===== src/hw/rtl/dtf_pkg.sv =====
// ----------------------------------------------------------------------------
// dtf_pkg: shared types and constants for the decimal text to float32 unit
// Float constants, command/status structs, state enums and digit conversion.
// ----------------------------------------------------------------------------
package dtf_pkg;

	localparam int SIG_W = 50;
	localparam int EXP_W = 12;

	localparam logic [31:0] F_ZERO = 32'h0000_0000;
	localparam logic [31:0] F_ONE  = 32'h3F80_0000;
	localparam logic [31:0] F_TEN  = 32'h4120_0000;
	localparam logic [31:0] F_INF  = 32'h7F80_0000;
	localparam logic [31:0] F_QNAN = 32'h7FC0_0000;

	localparam logic [5:0] EXP_MAX = 6'd63;

	typedef enum logic [1:0] {
		FOP_ADD,
		FOP_MUL,
		FOP_DIV
	} fop_t;

	typedef enum logic [3:0] {
		U_INT_MUL,
		U_INT_ADD,
		U_FR_MUL,
		U_FR_ADD,
		U_DV_MUL,
		U_QDIV,
		U_RADD,
		U_PMUL,
		U_SMUL,
		U_SDIV
	} uop_t;

	typedef enum logic [2:0] {
		PH_BLANK,
		PH_SIGNED,
		PH_INT,
		PH_FRAC,
		PH_EXPSIGN,
		PH_EXPDIG,
		PH_STOP
	} ph_t;

	typedef enum logic [3:0] {
		C_IDLE,
		C_INT_MUL,
		C_INT_ADD,
		C_FR_MUL,
		C_FR_ADD,
		C_DV_MUL,
		C_FIN,
		C_QDIV,
		C_RADD,
		C_PMUL,
		C_SCALE,
		C_LOAD,
		C_OUT
	} ctl_state_t;

	typedef enum logic [1:0] {
		F_IDLE,
		F_DIV,
		F_NORM,
		F_DONE
	} fpu_state_t;

	typedef struct packed {
		logic       start;
		uop_t       uop;
		logic [3:0] digit;
		logic       clear;
		logic       load_zero;
		logic       load_res;
		logic       negate;
	} cmd_t;

	typedef struct packed {
		logic done;
	} sts_t;

	function automatic logic [31:0] digit_to_float(input logic [3:0] d);
		logic [31:0] f;
		case (d)
			4'd0: f = 32'h0000_0000;
			4'd1: f = 32'h3F80_0000;
			4'd2: f = 32'h4000_0000;
			4'd3: f = 32'h4040_0000;
			4'd4: f = 32'h4080_0000;
			4'd5: f = 32'h40A0_0000;
			4'd6: f = 32'h40C0_0000;
			4'd7: f = 32'h40E0_0000;
			4'd8: f = 32'h4100_0000;
			4'd9: f = 32'h4110_0000;
			default: f = 32'h0000_0000;
		endcase
		return f;
	endfunction

endpackage


===== src/hw/rtl/dtf_fpu.sv =====
// ----------------------------------------------------------------------------
// dtf_fpu: iterative single-precision add / multiply / divide
// Nonnegative operands only. Division is restoring, one bit per cycle;
// normalization shifts by one or eight bits per cycle, then rounds to nearest even.
// ----------------------------------------------------------------------------
module dtf_fpu (
	input  logic          clk,
	input  logic          arst_n,
	input  logic          start,
	input  dtf_pkg::fop_t op,
	input  logic [31:0]   a,
	input  logic [31:0]   b,
	output logic          done,
	output logic [31:0]   y
);

	dtf_pkg::fpu_state_t st_q, st_nx;

	logic [dtf_pkg::SIG_W-1:0]        sig_q;
	logic signed [dtf_pkg::EXP_W-1:0] e_q;
	logic                             stk_q;
	logic [24:0]                      rem_q;
	logic [23:0]                      mb_q;
	logic [5:0]                       cnt_q;
	logic [31:0]                      y_q;

	logic [23:0] ma, mb;
	logic [7:0]  ea, eb;
	logic        a_nan, a_inf, a_zero, b_nan, b_inf, b_zero;
	logic        spec;
	logic [31:0] spec_y;

	assign ma = (a[30:23] == 8'd0) ? {1'b0, a[22:0]} : {1'b1, a[22:0]};
	assign mb = (b[30:23] == 8'd0) ? {1'b0, b[22:0]} : {1'b1, b[22:0]};
	assign ea = (a[30:23] == 8'd0) ? 8'd1 : a[30:23];
	assign eb = (b[30:23] == 8'd0) ? 8'd1 : b[30:23];

	assign a_nan  = (a[30:23] == 8'hFF) && (a[22:0] != 23'd0);
	assign a_inf  = (a[30:23] == 8'hFF) && (a[22:0] == 23'd0);
	assign a_zero = (a[30:0] == 31'd0);
	assign b_nan  = (b[30:23] == 8'hFF) && (b[22:0] != 23'd0);
	assign b_inf  = (b[30:23] == 8'hFF) && (b[22:0] == 23'd0);
	assign b_zero = (b[30:0] == 31'd0);

	always_comb begin
		spec   = 1'b0;
		spec_y = dtf_pkg::F_QNAN;
		case (op)
			dtf_pkg::FOP_ADD: begin
				if (a_nan || b_nan) begin
					spec = 1'b1;
				end else if (a_inf || b_inf) begin
					spec   = 1'b1;
					spec_y = dtf_pkg::F_INF;
				end
			end
			dtf_pkg::FOP_MUL: begin
				if (a_nan || b_nan || (a_inf && b_zero) || (b_inf && a_zero)) begin
					spec = 1'b1;
				end else if (a_inf || b_inf) begin
					spec   = 1'b1;
					spec_y = dtf_pkg::F_INF;
				end
			end
			dtf_pkg::FOP_DIV: begin
				if (a_nan || b_nan || (a_inf && b_inf)) begin
					spec = 1'b1;
				end else if (b_inf) begin
					spec   = 1'b1;
					spec_y = dtf_pkg::F_ZERO;
				end else if (a_inf) begin
					spec   = 1'b1;
					spec_y = dtf_pkg::F_INF;
				end
			end
			default: spec = 1'b0;
		endcase
	end

	// add: align the smaller operand, collect shifted-out bits as sticky
	logic        swap;
	logic [23:0] m_big, m_sml;
	logic [7:0]  e_big, e_dif;
	logic [99:0] al_w;
	logic [dtf_pkg::SIG_W-1:0] add_sig;
	logic        add_stk;

	assign swap    = (ea < eb);
	assign m_big   = swap ? mb : ma;
	assign m_sml   = swap ? ma : mb;
	assign e_big   = swap ? eb : ea;
	assign e_dif   = swap ? (eb - ea) : (ea - eb);
	assign al_w    = {1'b0, m_sml, 75'd0} >> e_dif;
	assign add_sig = {1'b0, m_big, 25'd0} + al_w[99:50];
	assign add_stk = |al_w[49:0];

	logic [47:0] prod;
	assign prod = ma * mb;

	// divide step
	logic        q_bit;
	logic [24:0] r_sub;
	assign q_bit = (rem_q >= {1'b0, mb_q});
	assign r_sub = q_bit ? (rem_q - {1'b0, mb_q}) : rem_q;

	// rounding
	logic [23:0] m24, m_res;
	logic [24:0] m25;
	logic        g_bit, s_bit, rnd_up, carry;
	logic signed [dtf_pkg::EXP_W-1:0] e_fin;
	logic [31:0] packed_y;
	logic        norm_fin;

	assign m24    = sig_q[49:26];
	assign g_bit  = sig_q[25];
	assign s_bit  = (|sig_q[24:0]) | stk_q;
	assign rnd_up = g_bit & (s_bit | m24[0]);
	assign m25    = {1'b0, m24} + {24'd0, rnd_up};
	assign carry  = m25[24];
	assign m_res  = carry ? m25[24:1] : m25[23:0];
	assign e_fin  = e_q + $signed({{(dtf_pkg::EXP_W-1){1'b0}}, carry});

	always_comb begin
		if (e_fin >= 12'sd255) begin
			packed_y = dtf_pkg::F_INF;
		end else begin
			packed_y = {1'b0, (m_res[23] ? e_fin[7:0] : 8'd0), m_res[22:0]};
		end
	end

	assign norm_fin = (sig_q == '0) ||
		((e_q > 12'sd0) && (sig_q[dtf_pkg::SIG_W-1] || (e_q == 12'sd1)));

	always_comb begin
		st_nx = st_q;
		unique case (st_q)
			dtf_pkg::F_IDLE: begin
				if (start) begin
					if (spec) st_nx = dtf_pkg::F_DONE;
					else if (op == dtf_pkg::FOP_DIV) st_nx = dtf_pkg::F_DIV;
					else st_nx = dtf_pkg::F_NORM;
				end
			end
			dtf_pkg::F_DIV: begin
				if (cnt_q == 6'd0) st_nx = dtf_pkg::F_NORM;
			end
			dtf_pkg::F_NORM: begin
				if (norm_fin) st_nx = dtf_pkg::F_DONE;
			end
			dtf_pkg::F_DONE: st_nx = dtf_pkg::F_IDLE;
			default: st_nx = dtf_pkg::F_IDLE;
		endcase
	end

	always_comb begin
		done = (st_q == dtf_pkg::F_DONE);
		y    = y_q;
	end

	always_ff @(posedge clk or negedge arst_n) begin
		if (!arst_n) begin
			st_q <= dtf_pkg::F_IDLE;
		end else begin
			st_q <= st_nx;
		end
	end

	always_ff @(posedge clk) begin
		case (st_q)
			dtf_pkg::F_IDLE: begin
				if (start) begin
					if (spec) begin
						y_q <= spec_y;
					end else begin
						case (op)
							dtf_pkg::FOP_ADD: begin
								sig_q <= add_sig;
								stk_q <= add_stk;
								e_q   <= $signed({4'd0, e_big}) + 12'sd1;
							end
							dtf_pkg::FOP_MUL: begin
								sig_q <= {prod, 2'b00};
								stk_q <= 1'b0;
								e_q   <= $signed({4'd0, ea}) + $signed({4'd0, eb}) - 12'sd126;
							end
							default: begin
								sig_q <= '0;
								stk_q <= 1'b0;
								rem_q <= {1'b0, ma};
								mb_q  <= mb;
								cnt_q <= 6'd48;
								e_q   <= $signed({4'd0, ea}) - $signed({4'd0, eb}) + 12'sd128;
							end
						endcase
					end
				end
			end
			dtf_pkg::F_DIV: begin
				sig_q <= {sig_q[dtf_pkg::SIG_W-2:0], q_bit};
				rem_q <= {r_sub[23:0], 1'b0};
				cnt_q <= cnt_q - 6'd1;
				if (cnt_q == 6'd0) stk_q <= (r_sub != 25'd0);
			end
			dtf_pkg::F_NORM: begin
				if (sig_q == '0) begin
					y_q <= dtf_pkg::F_ZERO;
				end else if (e_q < 12'sd1) begin
					if (e_q < -12'sd7) begin
						sig_q <= {8'd0, sig_q[dtf_pkg::SIG_W-1:8]};
						stk_q <= stk_q | (|sig_q[7:0]);
						e_q   <= e_q + 12'sd8;
					end else begin
						sig_q <= {1'b0, sig_q[dtf_pkg::SIG_W-1:1]};
						stk_q <= stk_q | sig_q[0];
						e_q   <= e_q + 12'sd1;
					end
				end else if (!sig_q[dtf_pkg::SIG_W-1] && (e_q > 12'sd1)) begin
					if ((sig_q[dtf_pkg::SIG_W-1:dtf_pkg::SIG_W-8] == 8'd0) && (e_q > 12'sd8)) begin
						sig_q <= {sig_q[dtf_pkg::SIG_W-9:0], 8'd0};
						e_q   <= e_q - 12'sd8;
					end else begin
						sig_q <= {sig_q[dtf_pkg::SIG_W-2:0], 1'b0};
						e_q   <= e_q - 12'sd1;
					end
				end else begin
					y_q <= packed_y;
				end
			end
			default: ;
		endcase
	end

endmodule


===== src/hw/rtl/dtf_dp.sv =====
// ----------------------------------------------------------------------------
// dtf_dp: float accumulators and result register
// Decodes each micro-op to FPU operands and a destination accumulator.
// ----------------------------------------------------------------------------
module dtf_dp (
	input  logic            clk,
	input  logic            arst_n,
	input  dtf_pkg::cmd_t   cmd,
	output dtf_pkg::sts_t   sts,
	output logic [31:0]     res
);

	logic [31:0] mant_q, frac_q, dvs_q, pow_q, tmp_q, res_q;
	logic [31:0] opa, opb, fy, dig_f;
	dtf_pkg::fop_t fop;
	logic fdone;

	assign dig_f = dtf_pkg::digit_to_float(cmd.digit);

	always_comb begin
		fop = dtf_pkg::FOP_MUL;
		opa = mant_q;
		opb = dtf_pkg::F_TEN;
		unique case (cmd.uop)
			dtf_pkg::U_INT_MUL: begin fop = dtf_pkg::FOP_MUL; opa = mant_q; opb = dtf_pkg::F_TEN; end
			dtf_pkg::U_INT_ADD: begin fop = dtf_pkg::FOP_ADD; opa = mant_q; opb = dig_f; end
			dtf_pkg::U_FR_MUL:  begin fop = dtf_pkg::FOP_MUL; opa = frac_q; opb = dtf_pkg::F_TEN; end
			dtf_pkg::U_FR_ADD:  begin fop = dtf_pkg::FOP_ADD; opa = frac_q; opb = dig_f; end
			dtf_pkg::U_DV_MUL:  begin fop = dtf_pkg::FOP_MUL; opa = dvs_q;  opb = dtf_pkg::F_TEN; end
			dtf_pkg::U_QDIV:    begin fop = dtf_pkg::FOP_DIV; opa = frac_q; opb = dvs_q; end
			dtf_pkg::U_RADD:    begin fop = dtf_pkg::FOP_ADD; opa = mant_q; opb = tmp_q; end
			dtf_pkg::U_PMUL:    begin fop = dtf_pkg::FOP_MUL; opa = pow_q;  opb = dtf_pkg::F_TEN; end
			dtf_pkg::U_SMUL:    begin fop = dtf_pkg::FOP_MUL; opa = tmp_q;  opb = pow_q; end
			dtf_pkg::U_SDIV:    begin fop = dtf_pkg::FOP_DIV; opa = tmp_q;  opb = pow_q; end
			default: ;
		endcase
	end

	dtf_fpu u_fpu (
		.clk    (clk),
		.arst_n (arst_n),
		.start  (cmd.start),
		.op     (fop),
		.a      (opa),
		.b      (opb),
		.done   (fdone),
		.y      (fy)
	);

	assign sts.done = fdone;
	assign res      = res_q;

	always_ff @(posedge clk or negedge arst_n) begin
		if (!arst_n) begin
			mant_q <= dtf_pkg::F_ZERO;
			frac_q <= dtf_pkg::F_ZERO;
			dvs_q  <= dtf_pkg::F_ONE;
			pow_q  <= dtf_pkg::F_ONE;
		end else if (cmd.clear) begin
			mant_q <= dtf_pkg::F_ZERO;
			frac_q <= dtf_pkg::F_ZERO;
			dvs_q  <= dtf_pkg::F_ONE;
			pow_q  <= dtf_pkg::F_ONE;
		end else if (fdone) begin
			case (cmd.uop) inside
				dtf_pkg::U_INT_MUL, dtf_pkg::U_INT_ADD: mant_q <= fy;
				dtf_pkg::U_FR_MUL, dtf_pkg::U_FR_ADD:   frac_q <= fy;
				dtf_pkg::U_DV_MUL:                      dvs_q  <= fy;
				dtf_pkg::U_PMUL:                        pow_q  <= fy;
				default: ;
			endcase
		end
	end

	always_ff @(posedge clk) begin
		if (fdone && (cmd.uop inside {dtf_pkg::U_QDIV, dtf_pkg::U_RADD,
				dtf_pkg::U_SMUL, dtf_pkg::U_SDIV})) begin
			tmp_q <= fy;
		end
		if (cmd.load_zero) begin
			res_q <= dtf_pkg::F_ZERO;
		end else if (cmd.load_res) begin
			if ((tmp_q[30:23] == 8'hFF) && (tmp_q[22:0] != 23'd0)) res_q <= dtf_pkg::F_QNAN;
			else res_q <= tmp_q ^ {cmd.negate, 31'd0};
		end
	end

endmodule


===== src/hw/rtl/dtf_ctrl.sv =====
// ----------------------------------------------------------------------------
// dtf_ctrl: character parser and micro-op sequencer
// Tracks parse phase, sign and exponent; issues FPU micro-ops per character
// and the closing sequence on the last character.
// ----------------------------------------------------------------------------
module dtf_ctrl (
	input  logic          clk,
	input  logic          arst_n,
	input  logic          in_valid,
	output logic          in_ready,
	input  logic [7:0]    in_char,
	input  logic          in_cvalid,
	input  logic          in_last,
	output logic          out_valid,
	input  logic          out_ready,
	output dtf_pkg::cmd_t cmd,
	input  dtf_pkg::sts_t sts
);

	dtf_pkg::ctl_state_t state_q, state_nx;
	dtf_pkg::ph_t        ph_q, ph_nx;
	logic       neg_q, neg_nx, eneg_q, eneg_nx, eseen_q, eseen_nx;
	logic [5:0] exp_q, exp_nx, cnt_q;
	logic [3:0] digit_q;
	logic       last_q, pend_q;
	logic       do_int, do_frac, is_op, accept;

	logic c_blank, c_digit, c_dot, c_e, c_plus, c_minus, num_path;
	logic [9:0] e10;
	logic [3:0] c_val;

	assign c_blank = (in_char == 8'd32) || (in_char == 8'd13) || (in_char == 8'd10) ||
		(in_char == 8'd9);
	assign c_digit = (in_char >= 8'd48) && (in_char <= 8'd57);
	assign c_dot   = (in_char == 8'd46);
	assign c_e     = (in_char == 8'd101) || (in_char == 8'd69);
	assign c_plus  = (in_char == 8'd43);
	assign c_minus = (in_char == 8'd45);
	assign c_val   = 4'(in_char - 8'd48);
	assign e10     = {1'b0, exp_q, 3'b000} + {3'b000, exp_q, 1'b0} + {6'd0, c_val};
	assign accept  = in_valid && in_ready;

	always_comb begin
		ph_nx    = ph_q;
		neg_nx   = neg_q;
		eneg_nx  = eneg_q;
		eseen_nx = eseen_q;
		exp_nx   = exp_q;
		do_int   = 1'b0;
		do_frac  = 1'b0;
		num_path = 1'b0;
		if (in_cvalid) begin
			case (ph_q) inside
				dtf_pkg::PH_BLANK: begin
					if (c_blank) ;
					else if (c_minus) begin neg_nx = 1'b1; ph_nx = dtf_pkg::PH_SIGNED; end
					else if (c_plus) ph_nx = dtf_pkg::PH_SIGNED;
					else num_path = 1'b1;
				end
				dtf_pkg::PH_SIGNED, dtf_pkg::PH_INT: num_path = 1'b1;
				dtf_pkg::PH_FRAC: begin
					if (c_digit) do_frac = 1'b1;
					else if (c_e) begin eseen_nx = 1'b1; ph_nx = dtf_pkg::PH_EXPSIGN; end
					else ph_nx = dtf_pkg::PH_STOP;
				end
				dtf_pkg::PH_EXPSIGN: begin
					if (c_minus) begin eneg_nx = 1'b1; ph_nx = dtf_pkg::PH_EXPDIG; end
					else if (c_plus) ph_nx = dtf_pkg::PH_EXPDIG;
					else if (c_digit) begin
						exp_nx = (e10 > {4'd0, dtf_pkg::EXP_MAX}) ? dtf_pkg::EXP_MAX : e10[5:0];
						ph_nx  = dtf_pkg::PH_EXPDIG;
					end else ph_nx = dtf_pkg::PH_STOP;
				end
				dtf_pkg::PH_EXPDIG: begin
					if (c_digit) begin
						exp_nx = (e10 > {4'd0, dtf_pkg::EXP_MAX}) ? dtf_pkg::EXP_MAX : e10[5:0];
					end else ph_nx = dtf_pkg::PH_STOP;
				end
				default: ;
			endcase
			if (num_path) begin
				if (c_digit) begin do_int = 1'b1; ph_nx = dtf_pkg::PH_INT; end
				else if (c_dot) ph_nx = dtf_pkg::PH_FRAC;
				else if (c_e) begin eseen_nx = 1'b1; ph_nx = dtf_pkg::PH_EXPSIGN; end
				else ph_nx = dtf_pkg::PH_STOP;
			end
		end
	end

	always_comb begin
		state_nx = state_q;
		unique case (state_q)
			dtf_pkg::C_IDLE: begin
				if (accept) begin
					if (do_int) state_nx = dtf_pkg::C_INT_MUL;
					else if (do_frac) state_nx = dtf_pkg::C_FR_MUL;
					else if (in_last) state_nx = dtf_pkg::C_FIN;
				end
			end
			dtf_pkg::C_INT_MUL: if (sts.done) state_nx = dtf_pkg::C_INT_ADD;
			dtf_pkg::C_INT_ADD: if (sts.done) state_nx = last_q ? dtf_pkg::C_FIN : dtf_pkg::C_IDLE;
			dtf_pkg::C_FR_MUL:  if (sts.done) state_nx = dtf_pkg::C_FR_ADD;
			dtf_pkg::C_FR_ADD:  if (sts.done) state_nx = dtf_pkg::C_DV_MUL;
			dtf_pkg::C_DV_MUL:  if (sts.done) state_nx = last_q ? dtf_pkg::C_FIN : dtf_pkg::C_IDLE;
			dtf_pkg::C_FIN: begin
				if (ph_q == dtf_pkg::PH_BLANK || ph_q == dtf_pkg::PH_SIGNED) state_nx = dtf_pkg::C_OUT;
				else state_nx = dtf_pkg::C_QDIV;
			end
			dtf_pkg::C_QDIV: if (sts.done) state_nx = dtf_pkg::C_RADD;
			dtf_pkg::C_RADD: if (sts.done) state_nx = eseen_q ? dtf_pkg::C_PMUL : dtf_pkg::C_LOAD;
			dtf_pkg::C_PMUL: begin
				if (cnt_q == 6'd0) state_nx = dtf_pkg::C_SCALE;
			end
			dtf_pkg::C_SCALE: if (sts.done) state_nx = dtf_pkg::C_LOAD;
			dtf_pkg::C_LOAD: state_nx = dtf_pkg::C_OUT;
			dtf_pkg::C_OUT: if (out_ready) state_nx = dtf_pkg::C_IDLE;
			default: state_nx = dtf_pkg::C_IDLE;
		endcase
	end

	always_comb begin
		in_ready      = (state_q == dtf_pkg::C_IDLE);
		out_valid     = (state_q == dtf_pkg::C_OUT);
		is_op         = 1'b0;
		cmd.uop       = dtf_pkg::U_INT_MUL;
		cmd.digit     = digit_q;
		cmd.negate    = neg_q;
		cmd.clear     = (state_q == dtf_pkg::C_OUT) && out_ready;
		cmd.load_zero = (state_q == dtf_pkg::C_FIN) &&
			(ph_q == dtf_pkg::PH_BLANK || ph_q == dtf_pkg::PH_SIGNED);
		cmd.load_res  = (state_q == dtf_pkg::C_LOAD);
		unique case (state_q)
			dtf_pkg::C_INT_MUL: begin is_op = 1'b1; cmd.uop = dtf_pkg::U_INT_MUL; end
			dtf_pkg::C_INT_ADD: begin is_op = 1'b1; cmd.uop = dtf_pkg::U_INT_ADD; end
			dtf_pkg::C_FR_MUL:  begin is_op = 1'b1; cmd.uop = dtf_pkg::U_FR_MUL; end
			dtf_pkg::C_FR_ADD:  begin is_op = 1'b1; cmd.uop = dtf_pkg::U_FR_ADD; end
			dtf_pkg::C_DV_MUL:  begin is_op = 1'b1; cmd.uop = dtf_pkg::U_DV_MUL; end
			dtf_pkg::C_QDIV:    begin is_op = 1'b1; cmd.uop = dtf_pkg::U_QDIV; end
			dtf_pkg::C_RADD:    begin is_op = 1'b1; cmd.uop = dtf_pkg::U_RADD; end
			dtf_pkg::C_PMUL:    begin is_op = (cnt_q != 6'd0); cmd.uop = dtf_pkg::U_PMUL; end
			dtf_pkg::C_SCALE: begin
				is_op   = 1'b1;
				cmd.uop = eneg_q ? dtf_pkg::U_SDIV : dtf_pkg::U_SMUL;
			end
			default: ;
		endcase
		cmd.start = is_op && !pend_q;
	end

	always_ff @(posedge clk or negedge arst_n) begin
		if (!arst_n) begin
			state_q <= dtf_pkg::C_IDLE;
			ph_q    <= dtf_pkg::PH_BLANK;
			neg_q   <= 1'b0;
			eneg_q  <= 1'b0;
			eseen_q <= 1'b0;
			exp_q   <= 6'd0;
			cnt_q   <= 6'd0;
			last_q  <= 1'b0;
			pend_q  <= 1'b0;
		end else begin
			state_q <= state_nx;
			if (cmd.start) pend_q <= 1'b1;
			else if (sts.done) pend_q <= 1'b0;
			if (accept) begin
				ph_q    <= ph_nx;
				neg_q   <= neg_nx;
				eneg_q  <= eneg_nx;
				eseen_q <= eseen_nx;
				exp_q   <= exp_nx;
				last_q  <= in_last;
			end
			if (state_q == dtf_pkg::C_FIN) cnt_q <= exp_q;
			else if (state_q == dtf_pkg::C_PMUL && sts.done) cnt_q <= cnt_q - 6'd1;
			if (cmd.clear) begin
				ph_q    <= dtf_pkg::PH_BLANK;
				neg_q   <= 1'b0;
				eneg_q  <= 1'b0;
				eseen_q <= 1'b0;
				exp_q   <= 6'd0;
			end
		end
	end

	always_ff @(posedge clk) begin
		if (accept) digit_q <= c_val;
	end

	a_ready_valid_excl: assert property (@(posedge clk) disable iff (!arst_n)
		!(in_ready && out_valid)) else $error("input ready while result pending");

	a_done_issued: assert property (@(posedge clk) disable iff (!arst_n)
		sts.done |-> pend_q) else $error("fpu done without issued request");

	a_single_start: assert property (@(posedge clk) disable iff (!arst_n)
		cmd.start |=> !cmd.start) else $error("fpu started twice in a row");

	a_out_hold: assert property (@(posedge clk) disable iff (!arst_n)
		(out_valid && !out_ready) |=> out_valid) else $error("result dropped under stall");

endmodule


===== src/hw/rtl/decimal_text_to_float32_unit.sv =====
// ----------------------------------------------------------------------------
// decimal_text_to_float32_unit: streaming decimal text to float32 converter
// Parses one character per request; emits the float32 bits on the last one.
// ----------------------------------------------------------------------------
// Input stream: s_tdata carries one ASCII character, s_tuser says whether a
// character is present, s_tlast closes the string. Output stream: m_tdata is
// the float32 bit pattern, one request per string.
// A character is accepted only while the unit is idle. Blanks, signs, dots and
// exponent characters leave the unit idle; an integer digit takes two FPU ops
// (multiply by ten, add digit), a fraction digit three, each through the shared
// iterative FPU before the next character is taken. After the last character:
// a 49-step restoring divide, an add and, with an exponent, one multiply per
// exponent count (up to 63) and a final multiply, or a divide for a negative
// exponent. Empty, blank-only or bare-sign strings skip the arithmetic: zero is
// loaded in C_FIN and presented from C_OUT. The result is held on m_tdata with
// m_tvalid high until m_tready; no new character is taken meanwhile. Reset
// returns the parser to blank skipping with cleared accumulators; no request is
// in flight after reset.
// ----------------------------------------------------------------------------
module decimal_text_to_float32_unit (
	input  logic        clk,
	input  logic        arst_n,
	input  logic        s_tvalid,
	output logic        s_tready,
	input  logic [7:0]  s_tdata,   // [7:0] char_byte
	input  logic        s_tuser,   // [0] char_valid
	input  logic        s_tlast,
	output logic        m_tvalid,
	input  logic        m_tready,
	output logic [31:0] m_tdata    // [31:0] value_bits
);

	dtf_pkg::cmd_t cmd;
	dtf_pkg::sts_t sts;

	dtf_ctrl u_ctrl (
		.clk       (clk),
		.arst_n    (arst_n),
		.in_valid  (s_tvalid),
		.in_ready  (s_tready),
		.in_char   (s_tdata),
		.in_cvalid (s_tuser),
		.in_last   (s_tlast),
		.out_valid (m_tvalid),
		.out_ready (m_tready),
		.cmd       (cmd),
		.sts       (sts)
	);

	dtf_dp u_dp (
		.clk    (clk),
		.arst_n (arst_n),
		.cmd    (cmd),
		.sts    (sts),
		.res    (m_tdata)
	);

endmodule


===== config.mk =====
export PLATFORM = sky130hd
export DESIGN_NAME = decimal_text_to_float32_unit
export DESIGN_NICKNAME = d
export VERILOG_FILES = /design/src/hw/rtl/dtf_pkg.sv /design/src/hw/rtl/dtf_fpu.sv /design/src/hw/rtl/dtf_dp.sv /design/src/hw/rtl/dtf_ctrl.sv /design/src/hw/rtl/decimal_text_to_float32_unit.sv
export SDC_FILE = /design/constraint.sdc
export NUM_CORES = 2
export LEC_CHECK = 0
export ABC_AREA = 1
export CELL_PAD_IN_SITES_DETAIL_PLACEMENT = 0
export CELL_PAD_IN_SITES_GLOBAL_PLACEMENT = 1
export CORE_UTILIZATION = 45
export CTS_CLUSTER_DIAMETER = 120
export DETAILED_ROUTE_END_ITERATION = 16
export DONT_BUFFER_PORTS = 1
export PLACE_DENSITY_LB_ADDON = 0.15
export SETUP_SLACK_MARGIN = 0.1
export SLEW_MARGIN = 20
export SYNTH_ARGS = -nofsm -noshare
export SYNTH_HDL_FRONTEND = slang
export SYNTH_SLANG_ARGS = --single-unit

===== constraint.sdc =====
create_clock -name clk -period 7.3 [get_ports clk]
set_input_delay 1.095 -clock clk [delete_from_list [all_inputs] [get_ports clk]]
set_output_delay 1.095 -clock clk [all_outputs]
set_load 0.02 [all_outputs]

==> metrics.md <==
| Metric | Value |
|---|---|
| Initial antenna violation count | `8` |
| Crit-path max cell delay | `0.57 ns` |
| Die Y | `323 µm` |
| Final clock skew | `0.0506 ns` |
| Critical R2R Capture | `u_dp.u_fpu.sig_q[48]` |
| Worst Hold Class | `in -> async` |
| MaxCap Viol Count | `0` |
| Clock Latency Late Sink | `0.68 ns` |
| Clock transition at path regs | `~0.06 ns` |
| Violated checks | `negative setup slack` |
| Worst Hold Slack | `about 0.12 ns` |
| Synth Instances | `roughly 6300` |
| CP Capture Type | `flip-flop` |
| Worst r2r src | `u_ctrl.state_q[0]` |
| Yosys warns | `0` |
| Fin crit period | `7.87 ns` |
| CTS tree | `yes` |
| Post-route ant nets | `0` |
| Most frequent cells in the layout | `1406 x nand2_1, 1015 x inv_1, 822 x buf_4` |
| Iteration-0 DRC count of the detailed router | `4909` |
| Residual DRC | `0` |
| Register area share after synthesis | `21.7%` |
| Max-slew violations | `0` |
| Layout cells sized above 1 | `21.3%` |
| Hold buffers post-CTS | `0` |
| Port buffer count | `0` |
| WL/cell | `roughly 22 µm` |
| Syn Nets | `7047` |
| Slowest CP cell | `fa_1` |
| Seq cells post-synth | `373` |
| Total track usage | `36.2%` |
| Initial core utilization | `45.5%` |
| Die Width | `323 µm` |
| Congestion Overflow GR | `0` |
| Fmax | `between 100 and 150 MHz` |
| Worst setup path startpoint | `u_ctrl.state_q[0]` |
| # setup viols final | `32` |
| Detailed Routing Iterations Pass 1 | `6` |
| Status | `finished with violations` |
| Setup CP Type | `reg -> reg` |
| Synth cell types | `68` |
| WP data required | `between 7 and 8 ns` |
| Die Footprint | `approximately 100000 µm²` |
| Avg Inst Size Synth | `7.40 µm²` |
| Core area | `approximately 100000 µm²` |
| Vias in the first global route | `roughly 45000` |
| Syn Std Cell Area | `46300 µm²` |
| Final setup margin | `-0.574 ns` |
| Relative slew slack | `between 20% and 30%` |
| DP HPWL | `around 150 mm` |
| R2r setup slk | `-0.57 ns` |
| Most common cell after layout, fill and taps aside | `nand2_1` |
| Count of filler cells inserted in the layout | `9713` |
| Clk sink count | `around 370` |
| Top FF cell, synth | `edfxtp_1` |
| Post-synthesis async set-or-reset flop share | `between 40% and 50%` |
| Standard-cell row count | `117` |
| Final GP Congestion | `a little over 1` |
| CTS root buffer | `clkbuf_16` |
| Final hold vios | `0` |
| FF-to-FF path depth | `41` |
| Critical Path End | `u_dp.u_fpu.sig_q[48]` |
| Largest net degree at the start of global routing | `151` |
| Most used cell, CP | `fa_1` |
| Clock buffer depth | `3` |
| First-pass GRT wire length | `approximately 280 mm` |
| Area Growth Syn to Fin | `26.9%` |
| Total number of vias | `approximately 46000` |
| Post-Route Setup TNS | `-11.65 ns` |
| Crit path DAT | `8.37 ns` |
| Nets | `about 7800` |
| # IOs | `48` |
| Critical path peak fanout | `5` |
| Final worst-path cycle share | `108%` |
| H-tree depth | `2` |
| Routed wire length | `between 150 and 200 mm` |
| CP Launch Type | `flip-flop` |
| Unrepaired setup endpoints after global routing | `yes` |
| Number of synthesized flops with an enable pin | `184` |
| Via/cell ratio | `~5.5` |
| Worst slew pin tran | `1.12 ns` |
| TritonCTS buffer count | `49` |
registers in the layout, summed over array words and instances, names as in the netlist, 25 cells and up:
signal	flops
u_dp.dvs_q	31
u_dp.frac_q	31
u_dp.mant_q	31
u_dp.pow_q	31
u_dp.res	32
u_dp.tmp_q	31
u_dp.u_fpu.rem_q	25
u_dp.u_fpu.sig_q	50
u_dp.u_fpu.y	31
cell families (layout without fill, tap and decap cells):
| kind of cell | after synthesis | count (layout) | share of synthesized area (%) |
|---|---|---|---|
| flip-flops | 373 | 373 | 21.7 |
| AO/OA/AOI/OAI | 1044 | 1044 | 12.9 |
| AND/OR/NAND/NOR | 2594 | 2594 | 23.3 |
| multiplexers | 14 | 14 | 0.335 |
| buffers and inverters | 1383 | 2138 | 11.4 |
| adder cells (fa/ha/maj) | 773 | 773 | 28.8 |
| XOR/XNOR | 79 | 79 | 1.49 |
| other | 0 | 1 | 0 |
metal layers:
metal	GRT usage, %	share of wire (%)	up-vias	wire, µm
li1	-	-	21446	-
met1	52.1	44	22634	83400
met2	56.0	44	1955	82400
met3	6.27	8.6	311	16100
met4	9.48	3.2	2	5960
met5	0	0.0069	-	13
repair_timing:
action / in CTS / in global routing
buffers inserted: 93 / 35
endpoints found under the setup margin: 41 / 41
pin swaps: 110 / 90
cloned: 6 / 1
gates resized for setup: 320 / 141
how the worst min path moves through the flow:
stage | start | slack [ns] | cells after the start | endpoint
after floorplan | u_dp.u_fpu.y[0] | 0.43 | 0 | u_dp.tmp_q[0]
after global placement | u_dp.u_fpu.y[0] | 0.44 | 0 | u_dp.tmp_q[0]
after detailed placement | u_dp.u_fpu.y[12] | 0.44 | 0 | u_dp.tmp_q[12]
after CTS | arst_n | 0.10 | 0 | u_dp.u_fpu.st_q[1]
after global routing | arst_n | 0.10 | 0 | u_ctrl.cnt_q[5]
final | arst_n | 0.12 | 0 | u_ctrl.cnt_q[5]
stage by stage:
stage | util, % | std cells | setup slack, ns | instance area [µm²]
2_1_floorplan | - | 6260 | -0.0949 | 46800
3_3_place_gp | 53.3 | 8155 | -1.25 | 54300
3_5_place_dp | 53.3 | 8155 | -1.24 | 54300
4_1_cts | 56.9 | 8346 | -0.468 | 58000
5_1_grt | 57.7 | 8383 | -0.830 | 58800
6_report | 57.7 | 8384 | -0.574 | 58800
worst max-delay path: cells and delay by family (launching register included):
family                     cells  cell delay (ns)
AOI/OAI and AO/OA              7             1.11
adders and majority gates      8             3.79
buffers and inverters         14             1.31
DFF                            1             0.45
and+or+nand+nor               12             0.98
final cells by class:
class | instances | area (µm²) | share of cell area [%]
inverter | 1087 | 4190 | 7.12
clock inverter | 26 | 320 | 0.545
multi-input combinational | 4504 | 32600 | 55.5
timing repair buffer | 956 | 8440 | 14.4
clock buffer | 66 | 1400 | 2.39
sequential | 373 | 10100 | 17.1
tap | 1368 | 1710 | 2.91
timing repair inverter | 3 | 18.8 | 0.0319
antenna | 1 | 2.50 | 0.00426
cells in the mapped netlist (all sizes together), types with 6 or more instances:
cell type | count | area (µm²)
xor2 | 45 | 394
nand3 | 393 | 2010
a21oi | 284 | 1430
ha | 284 | 3550
o221ai | 60 | 611
nand4 | 66 | 413
inv | 1069 | 4010
o21a | 15 | 113
a21o | 9 | 67.6
a21boi | 10 | 75.1
dfxtp | 39 | 781
a211oi | 8 | 60.1
dfrtp | 136 | 3400
buf | 66 | 330
clkbuf | 230 | 863
o21bai | 10 | 75.1
o211ai | 28 | 210
dfstp | 14 | 368
o21ai | 519 | 2600
edfxtp | 184 | 5530
nor3 | 46 | 230
nand2 | 1497 | 5690
nor2 | 527 | 2040
mux2 | 12 | 135
o22ai | 26 | 163
fa | 489 | 9790
or2 | 25 | 156
a32oi | 10 | 87.6
o2111ai | 6 | 52.6
a31oi | 26 | 163
o31ai | 10 | 75.1
clkinv | 18 | 68.8
xnor2 | 34 | 298
nor4 | 27 | 184
Power is not shown: default switching activity piles up to over one toggle a cycle in this logic, so the estimate is an artifact.
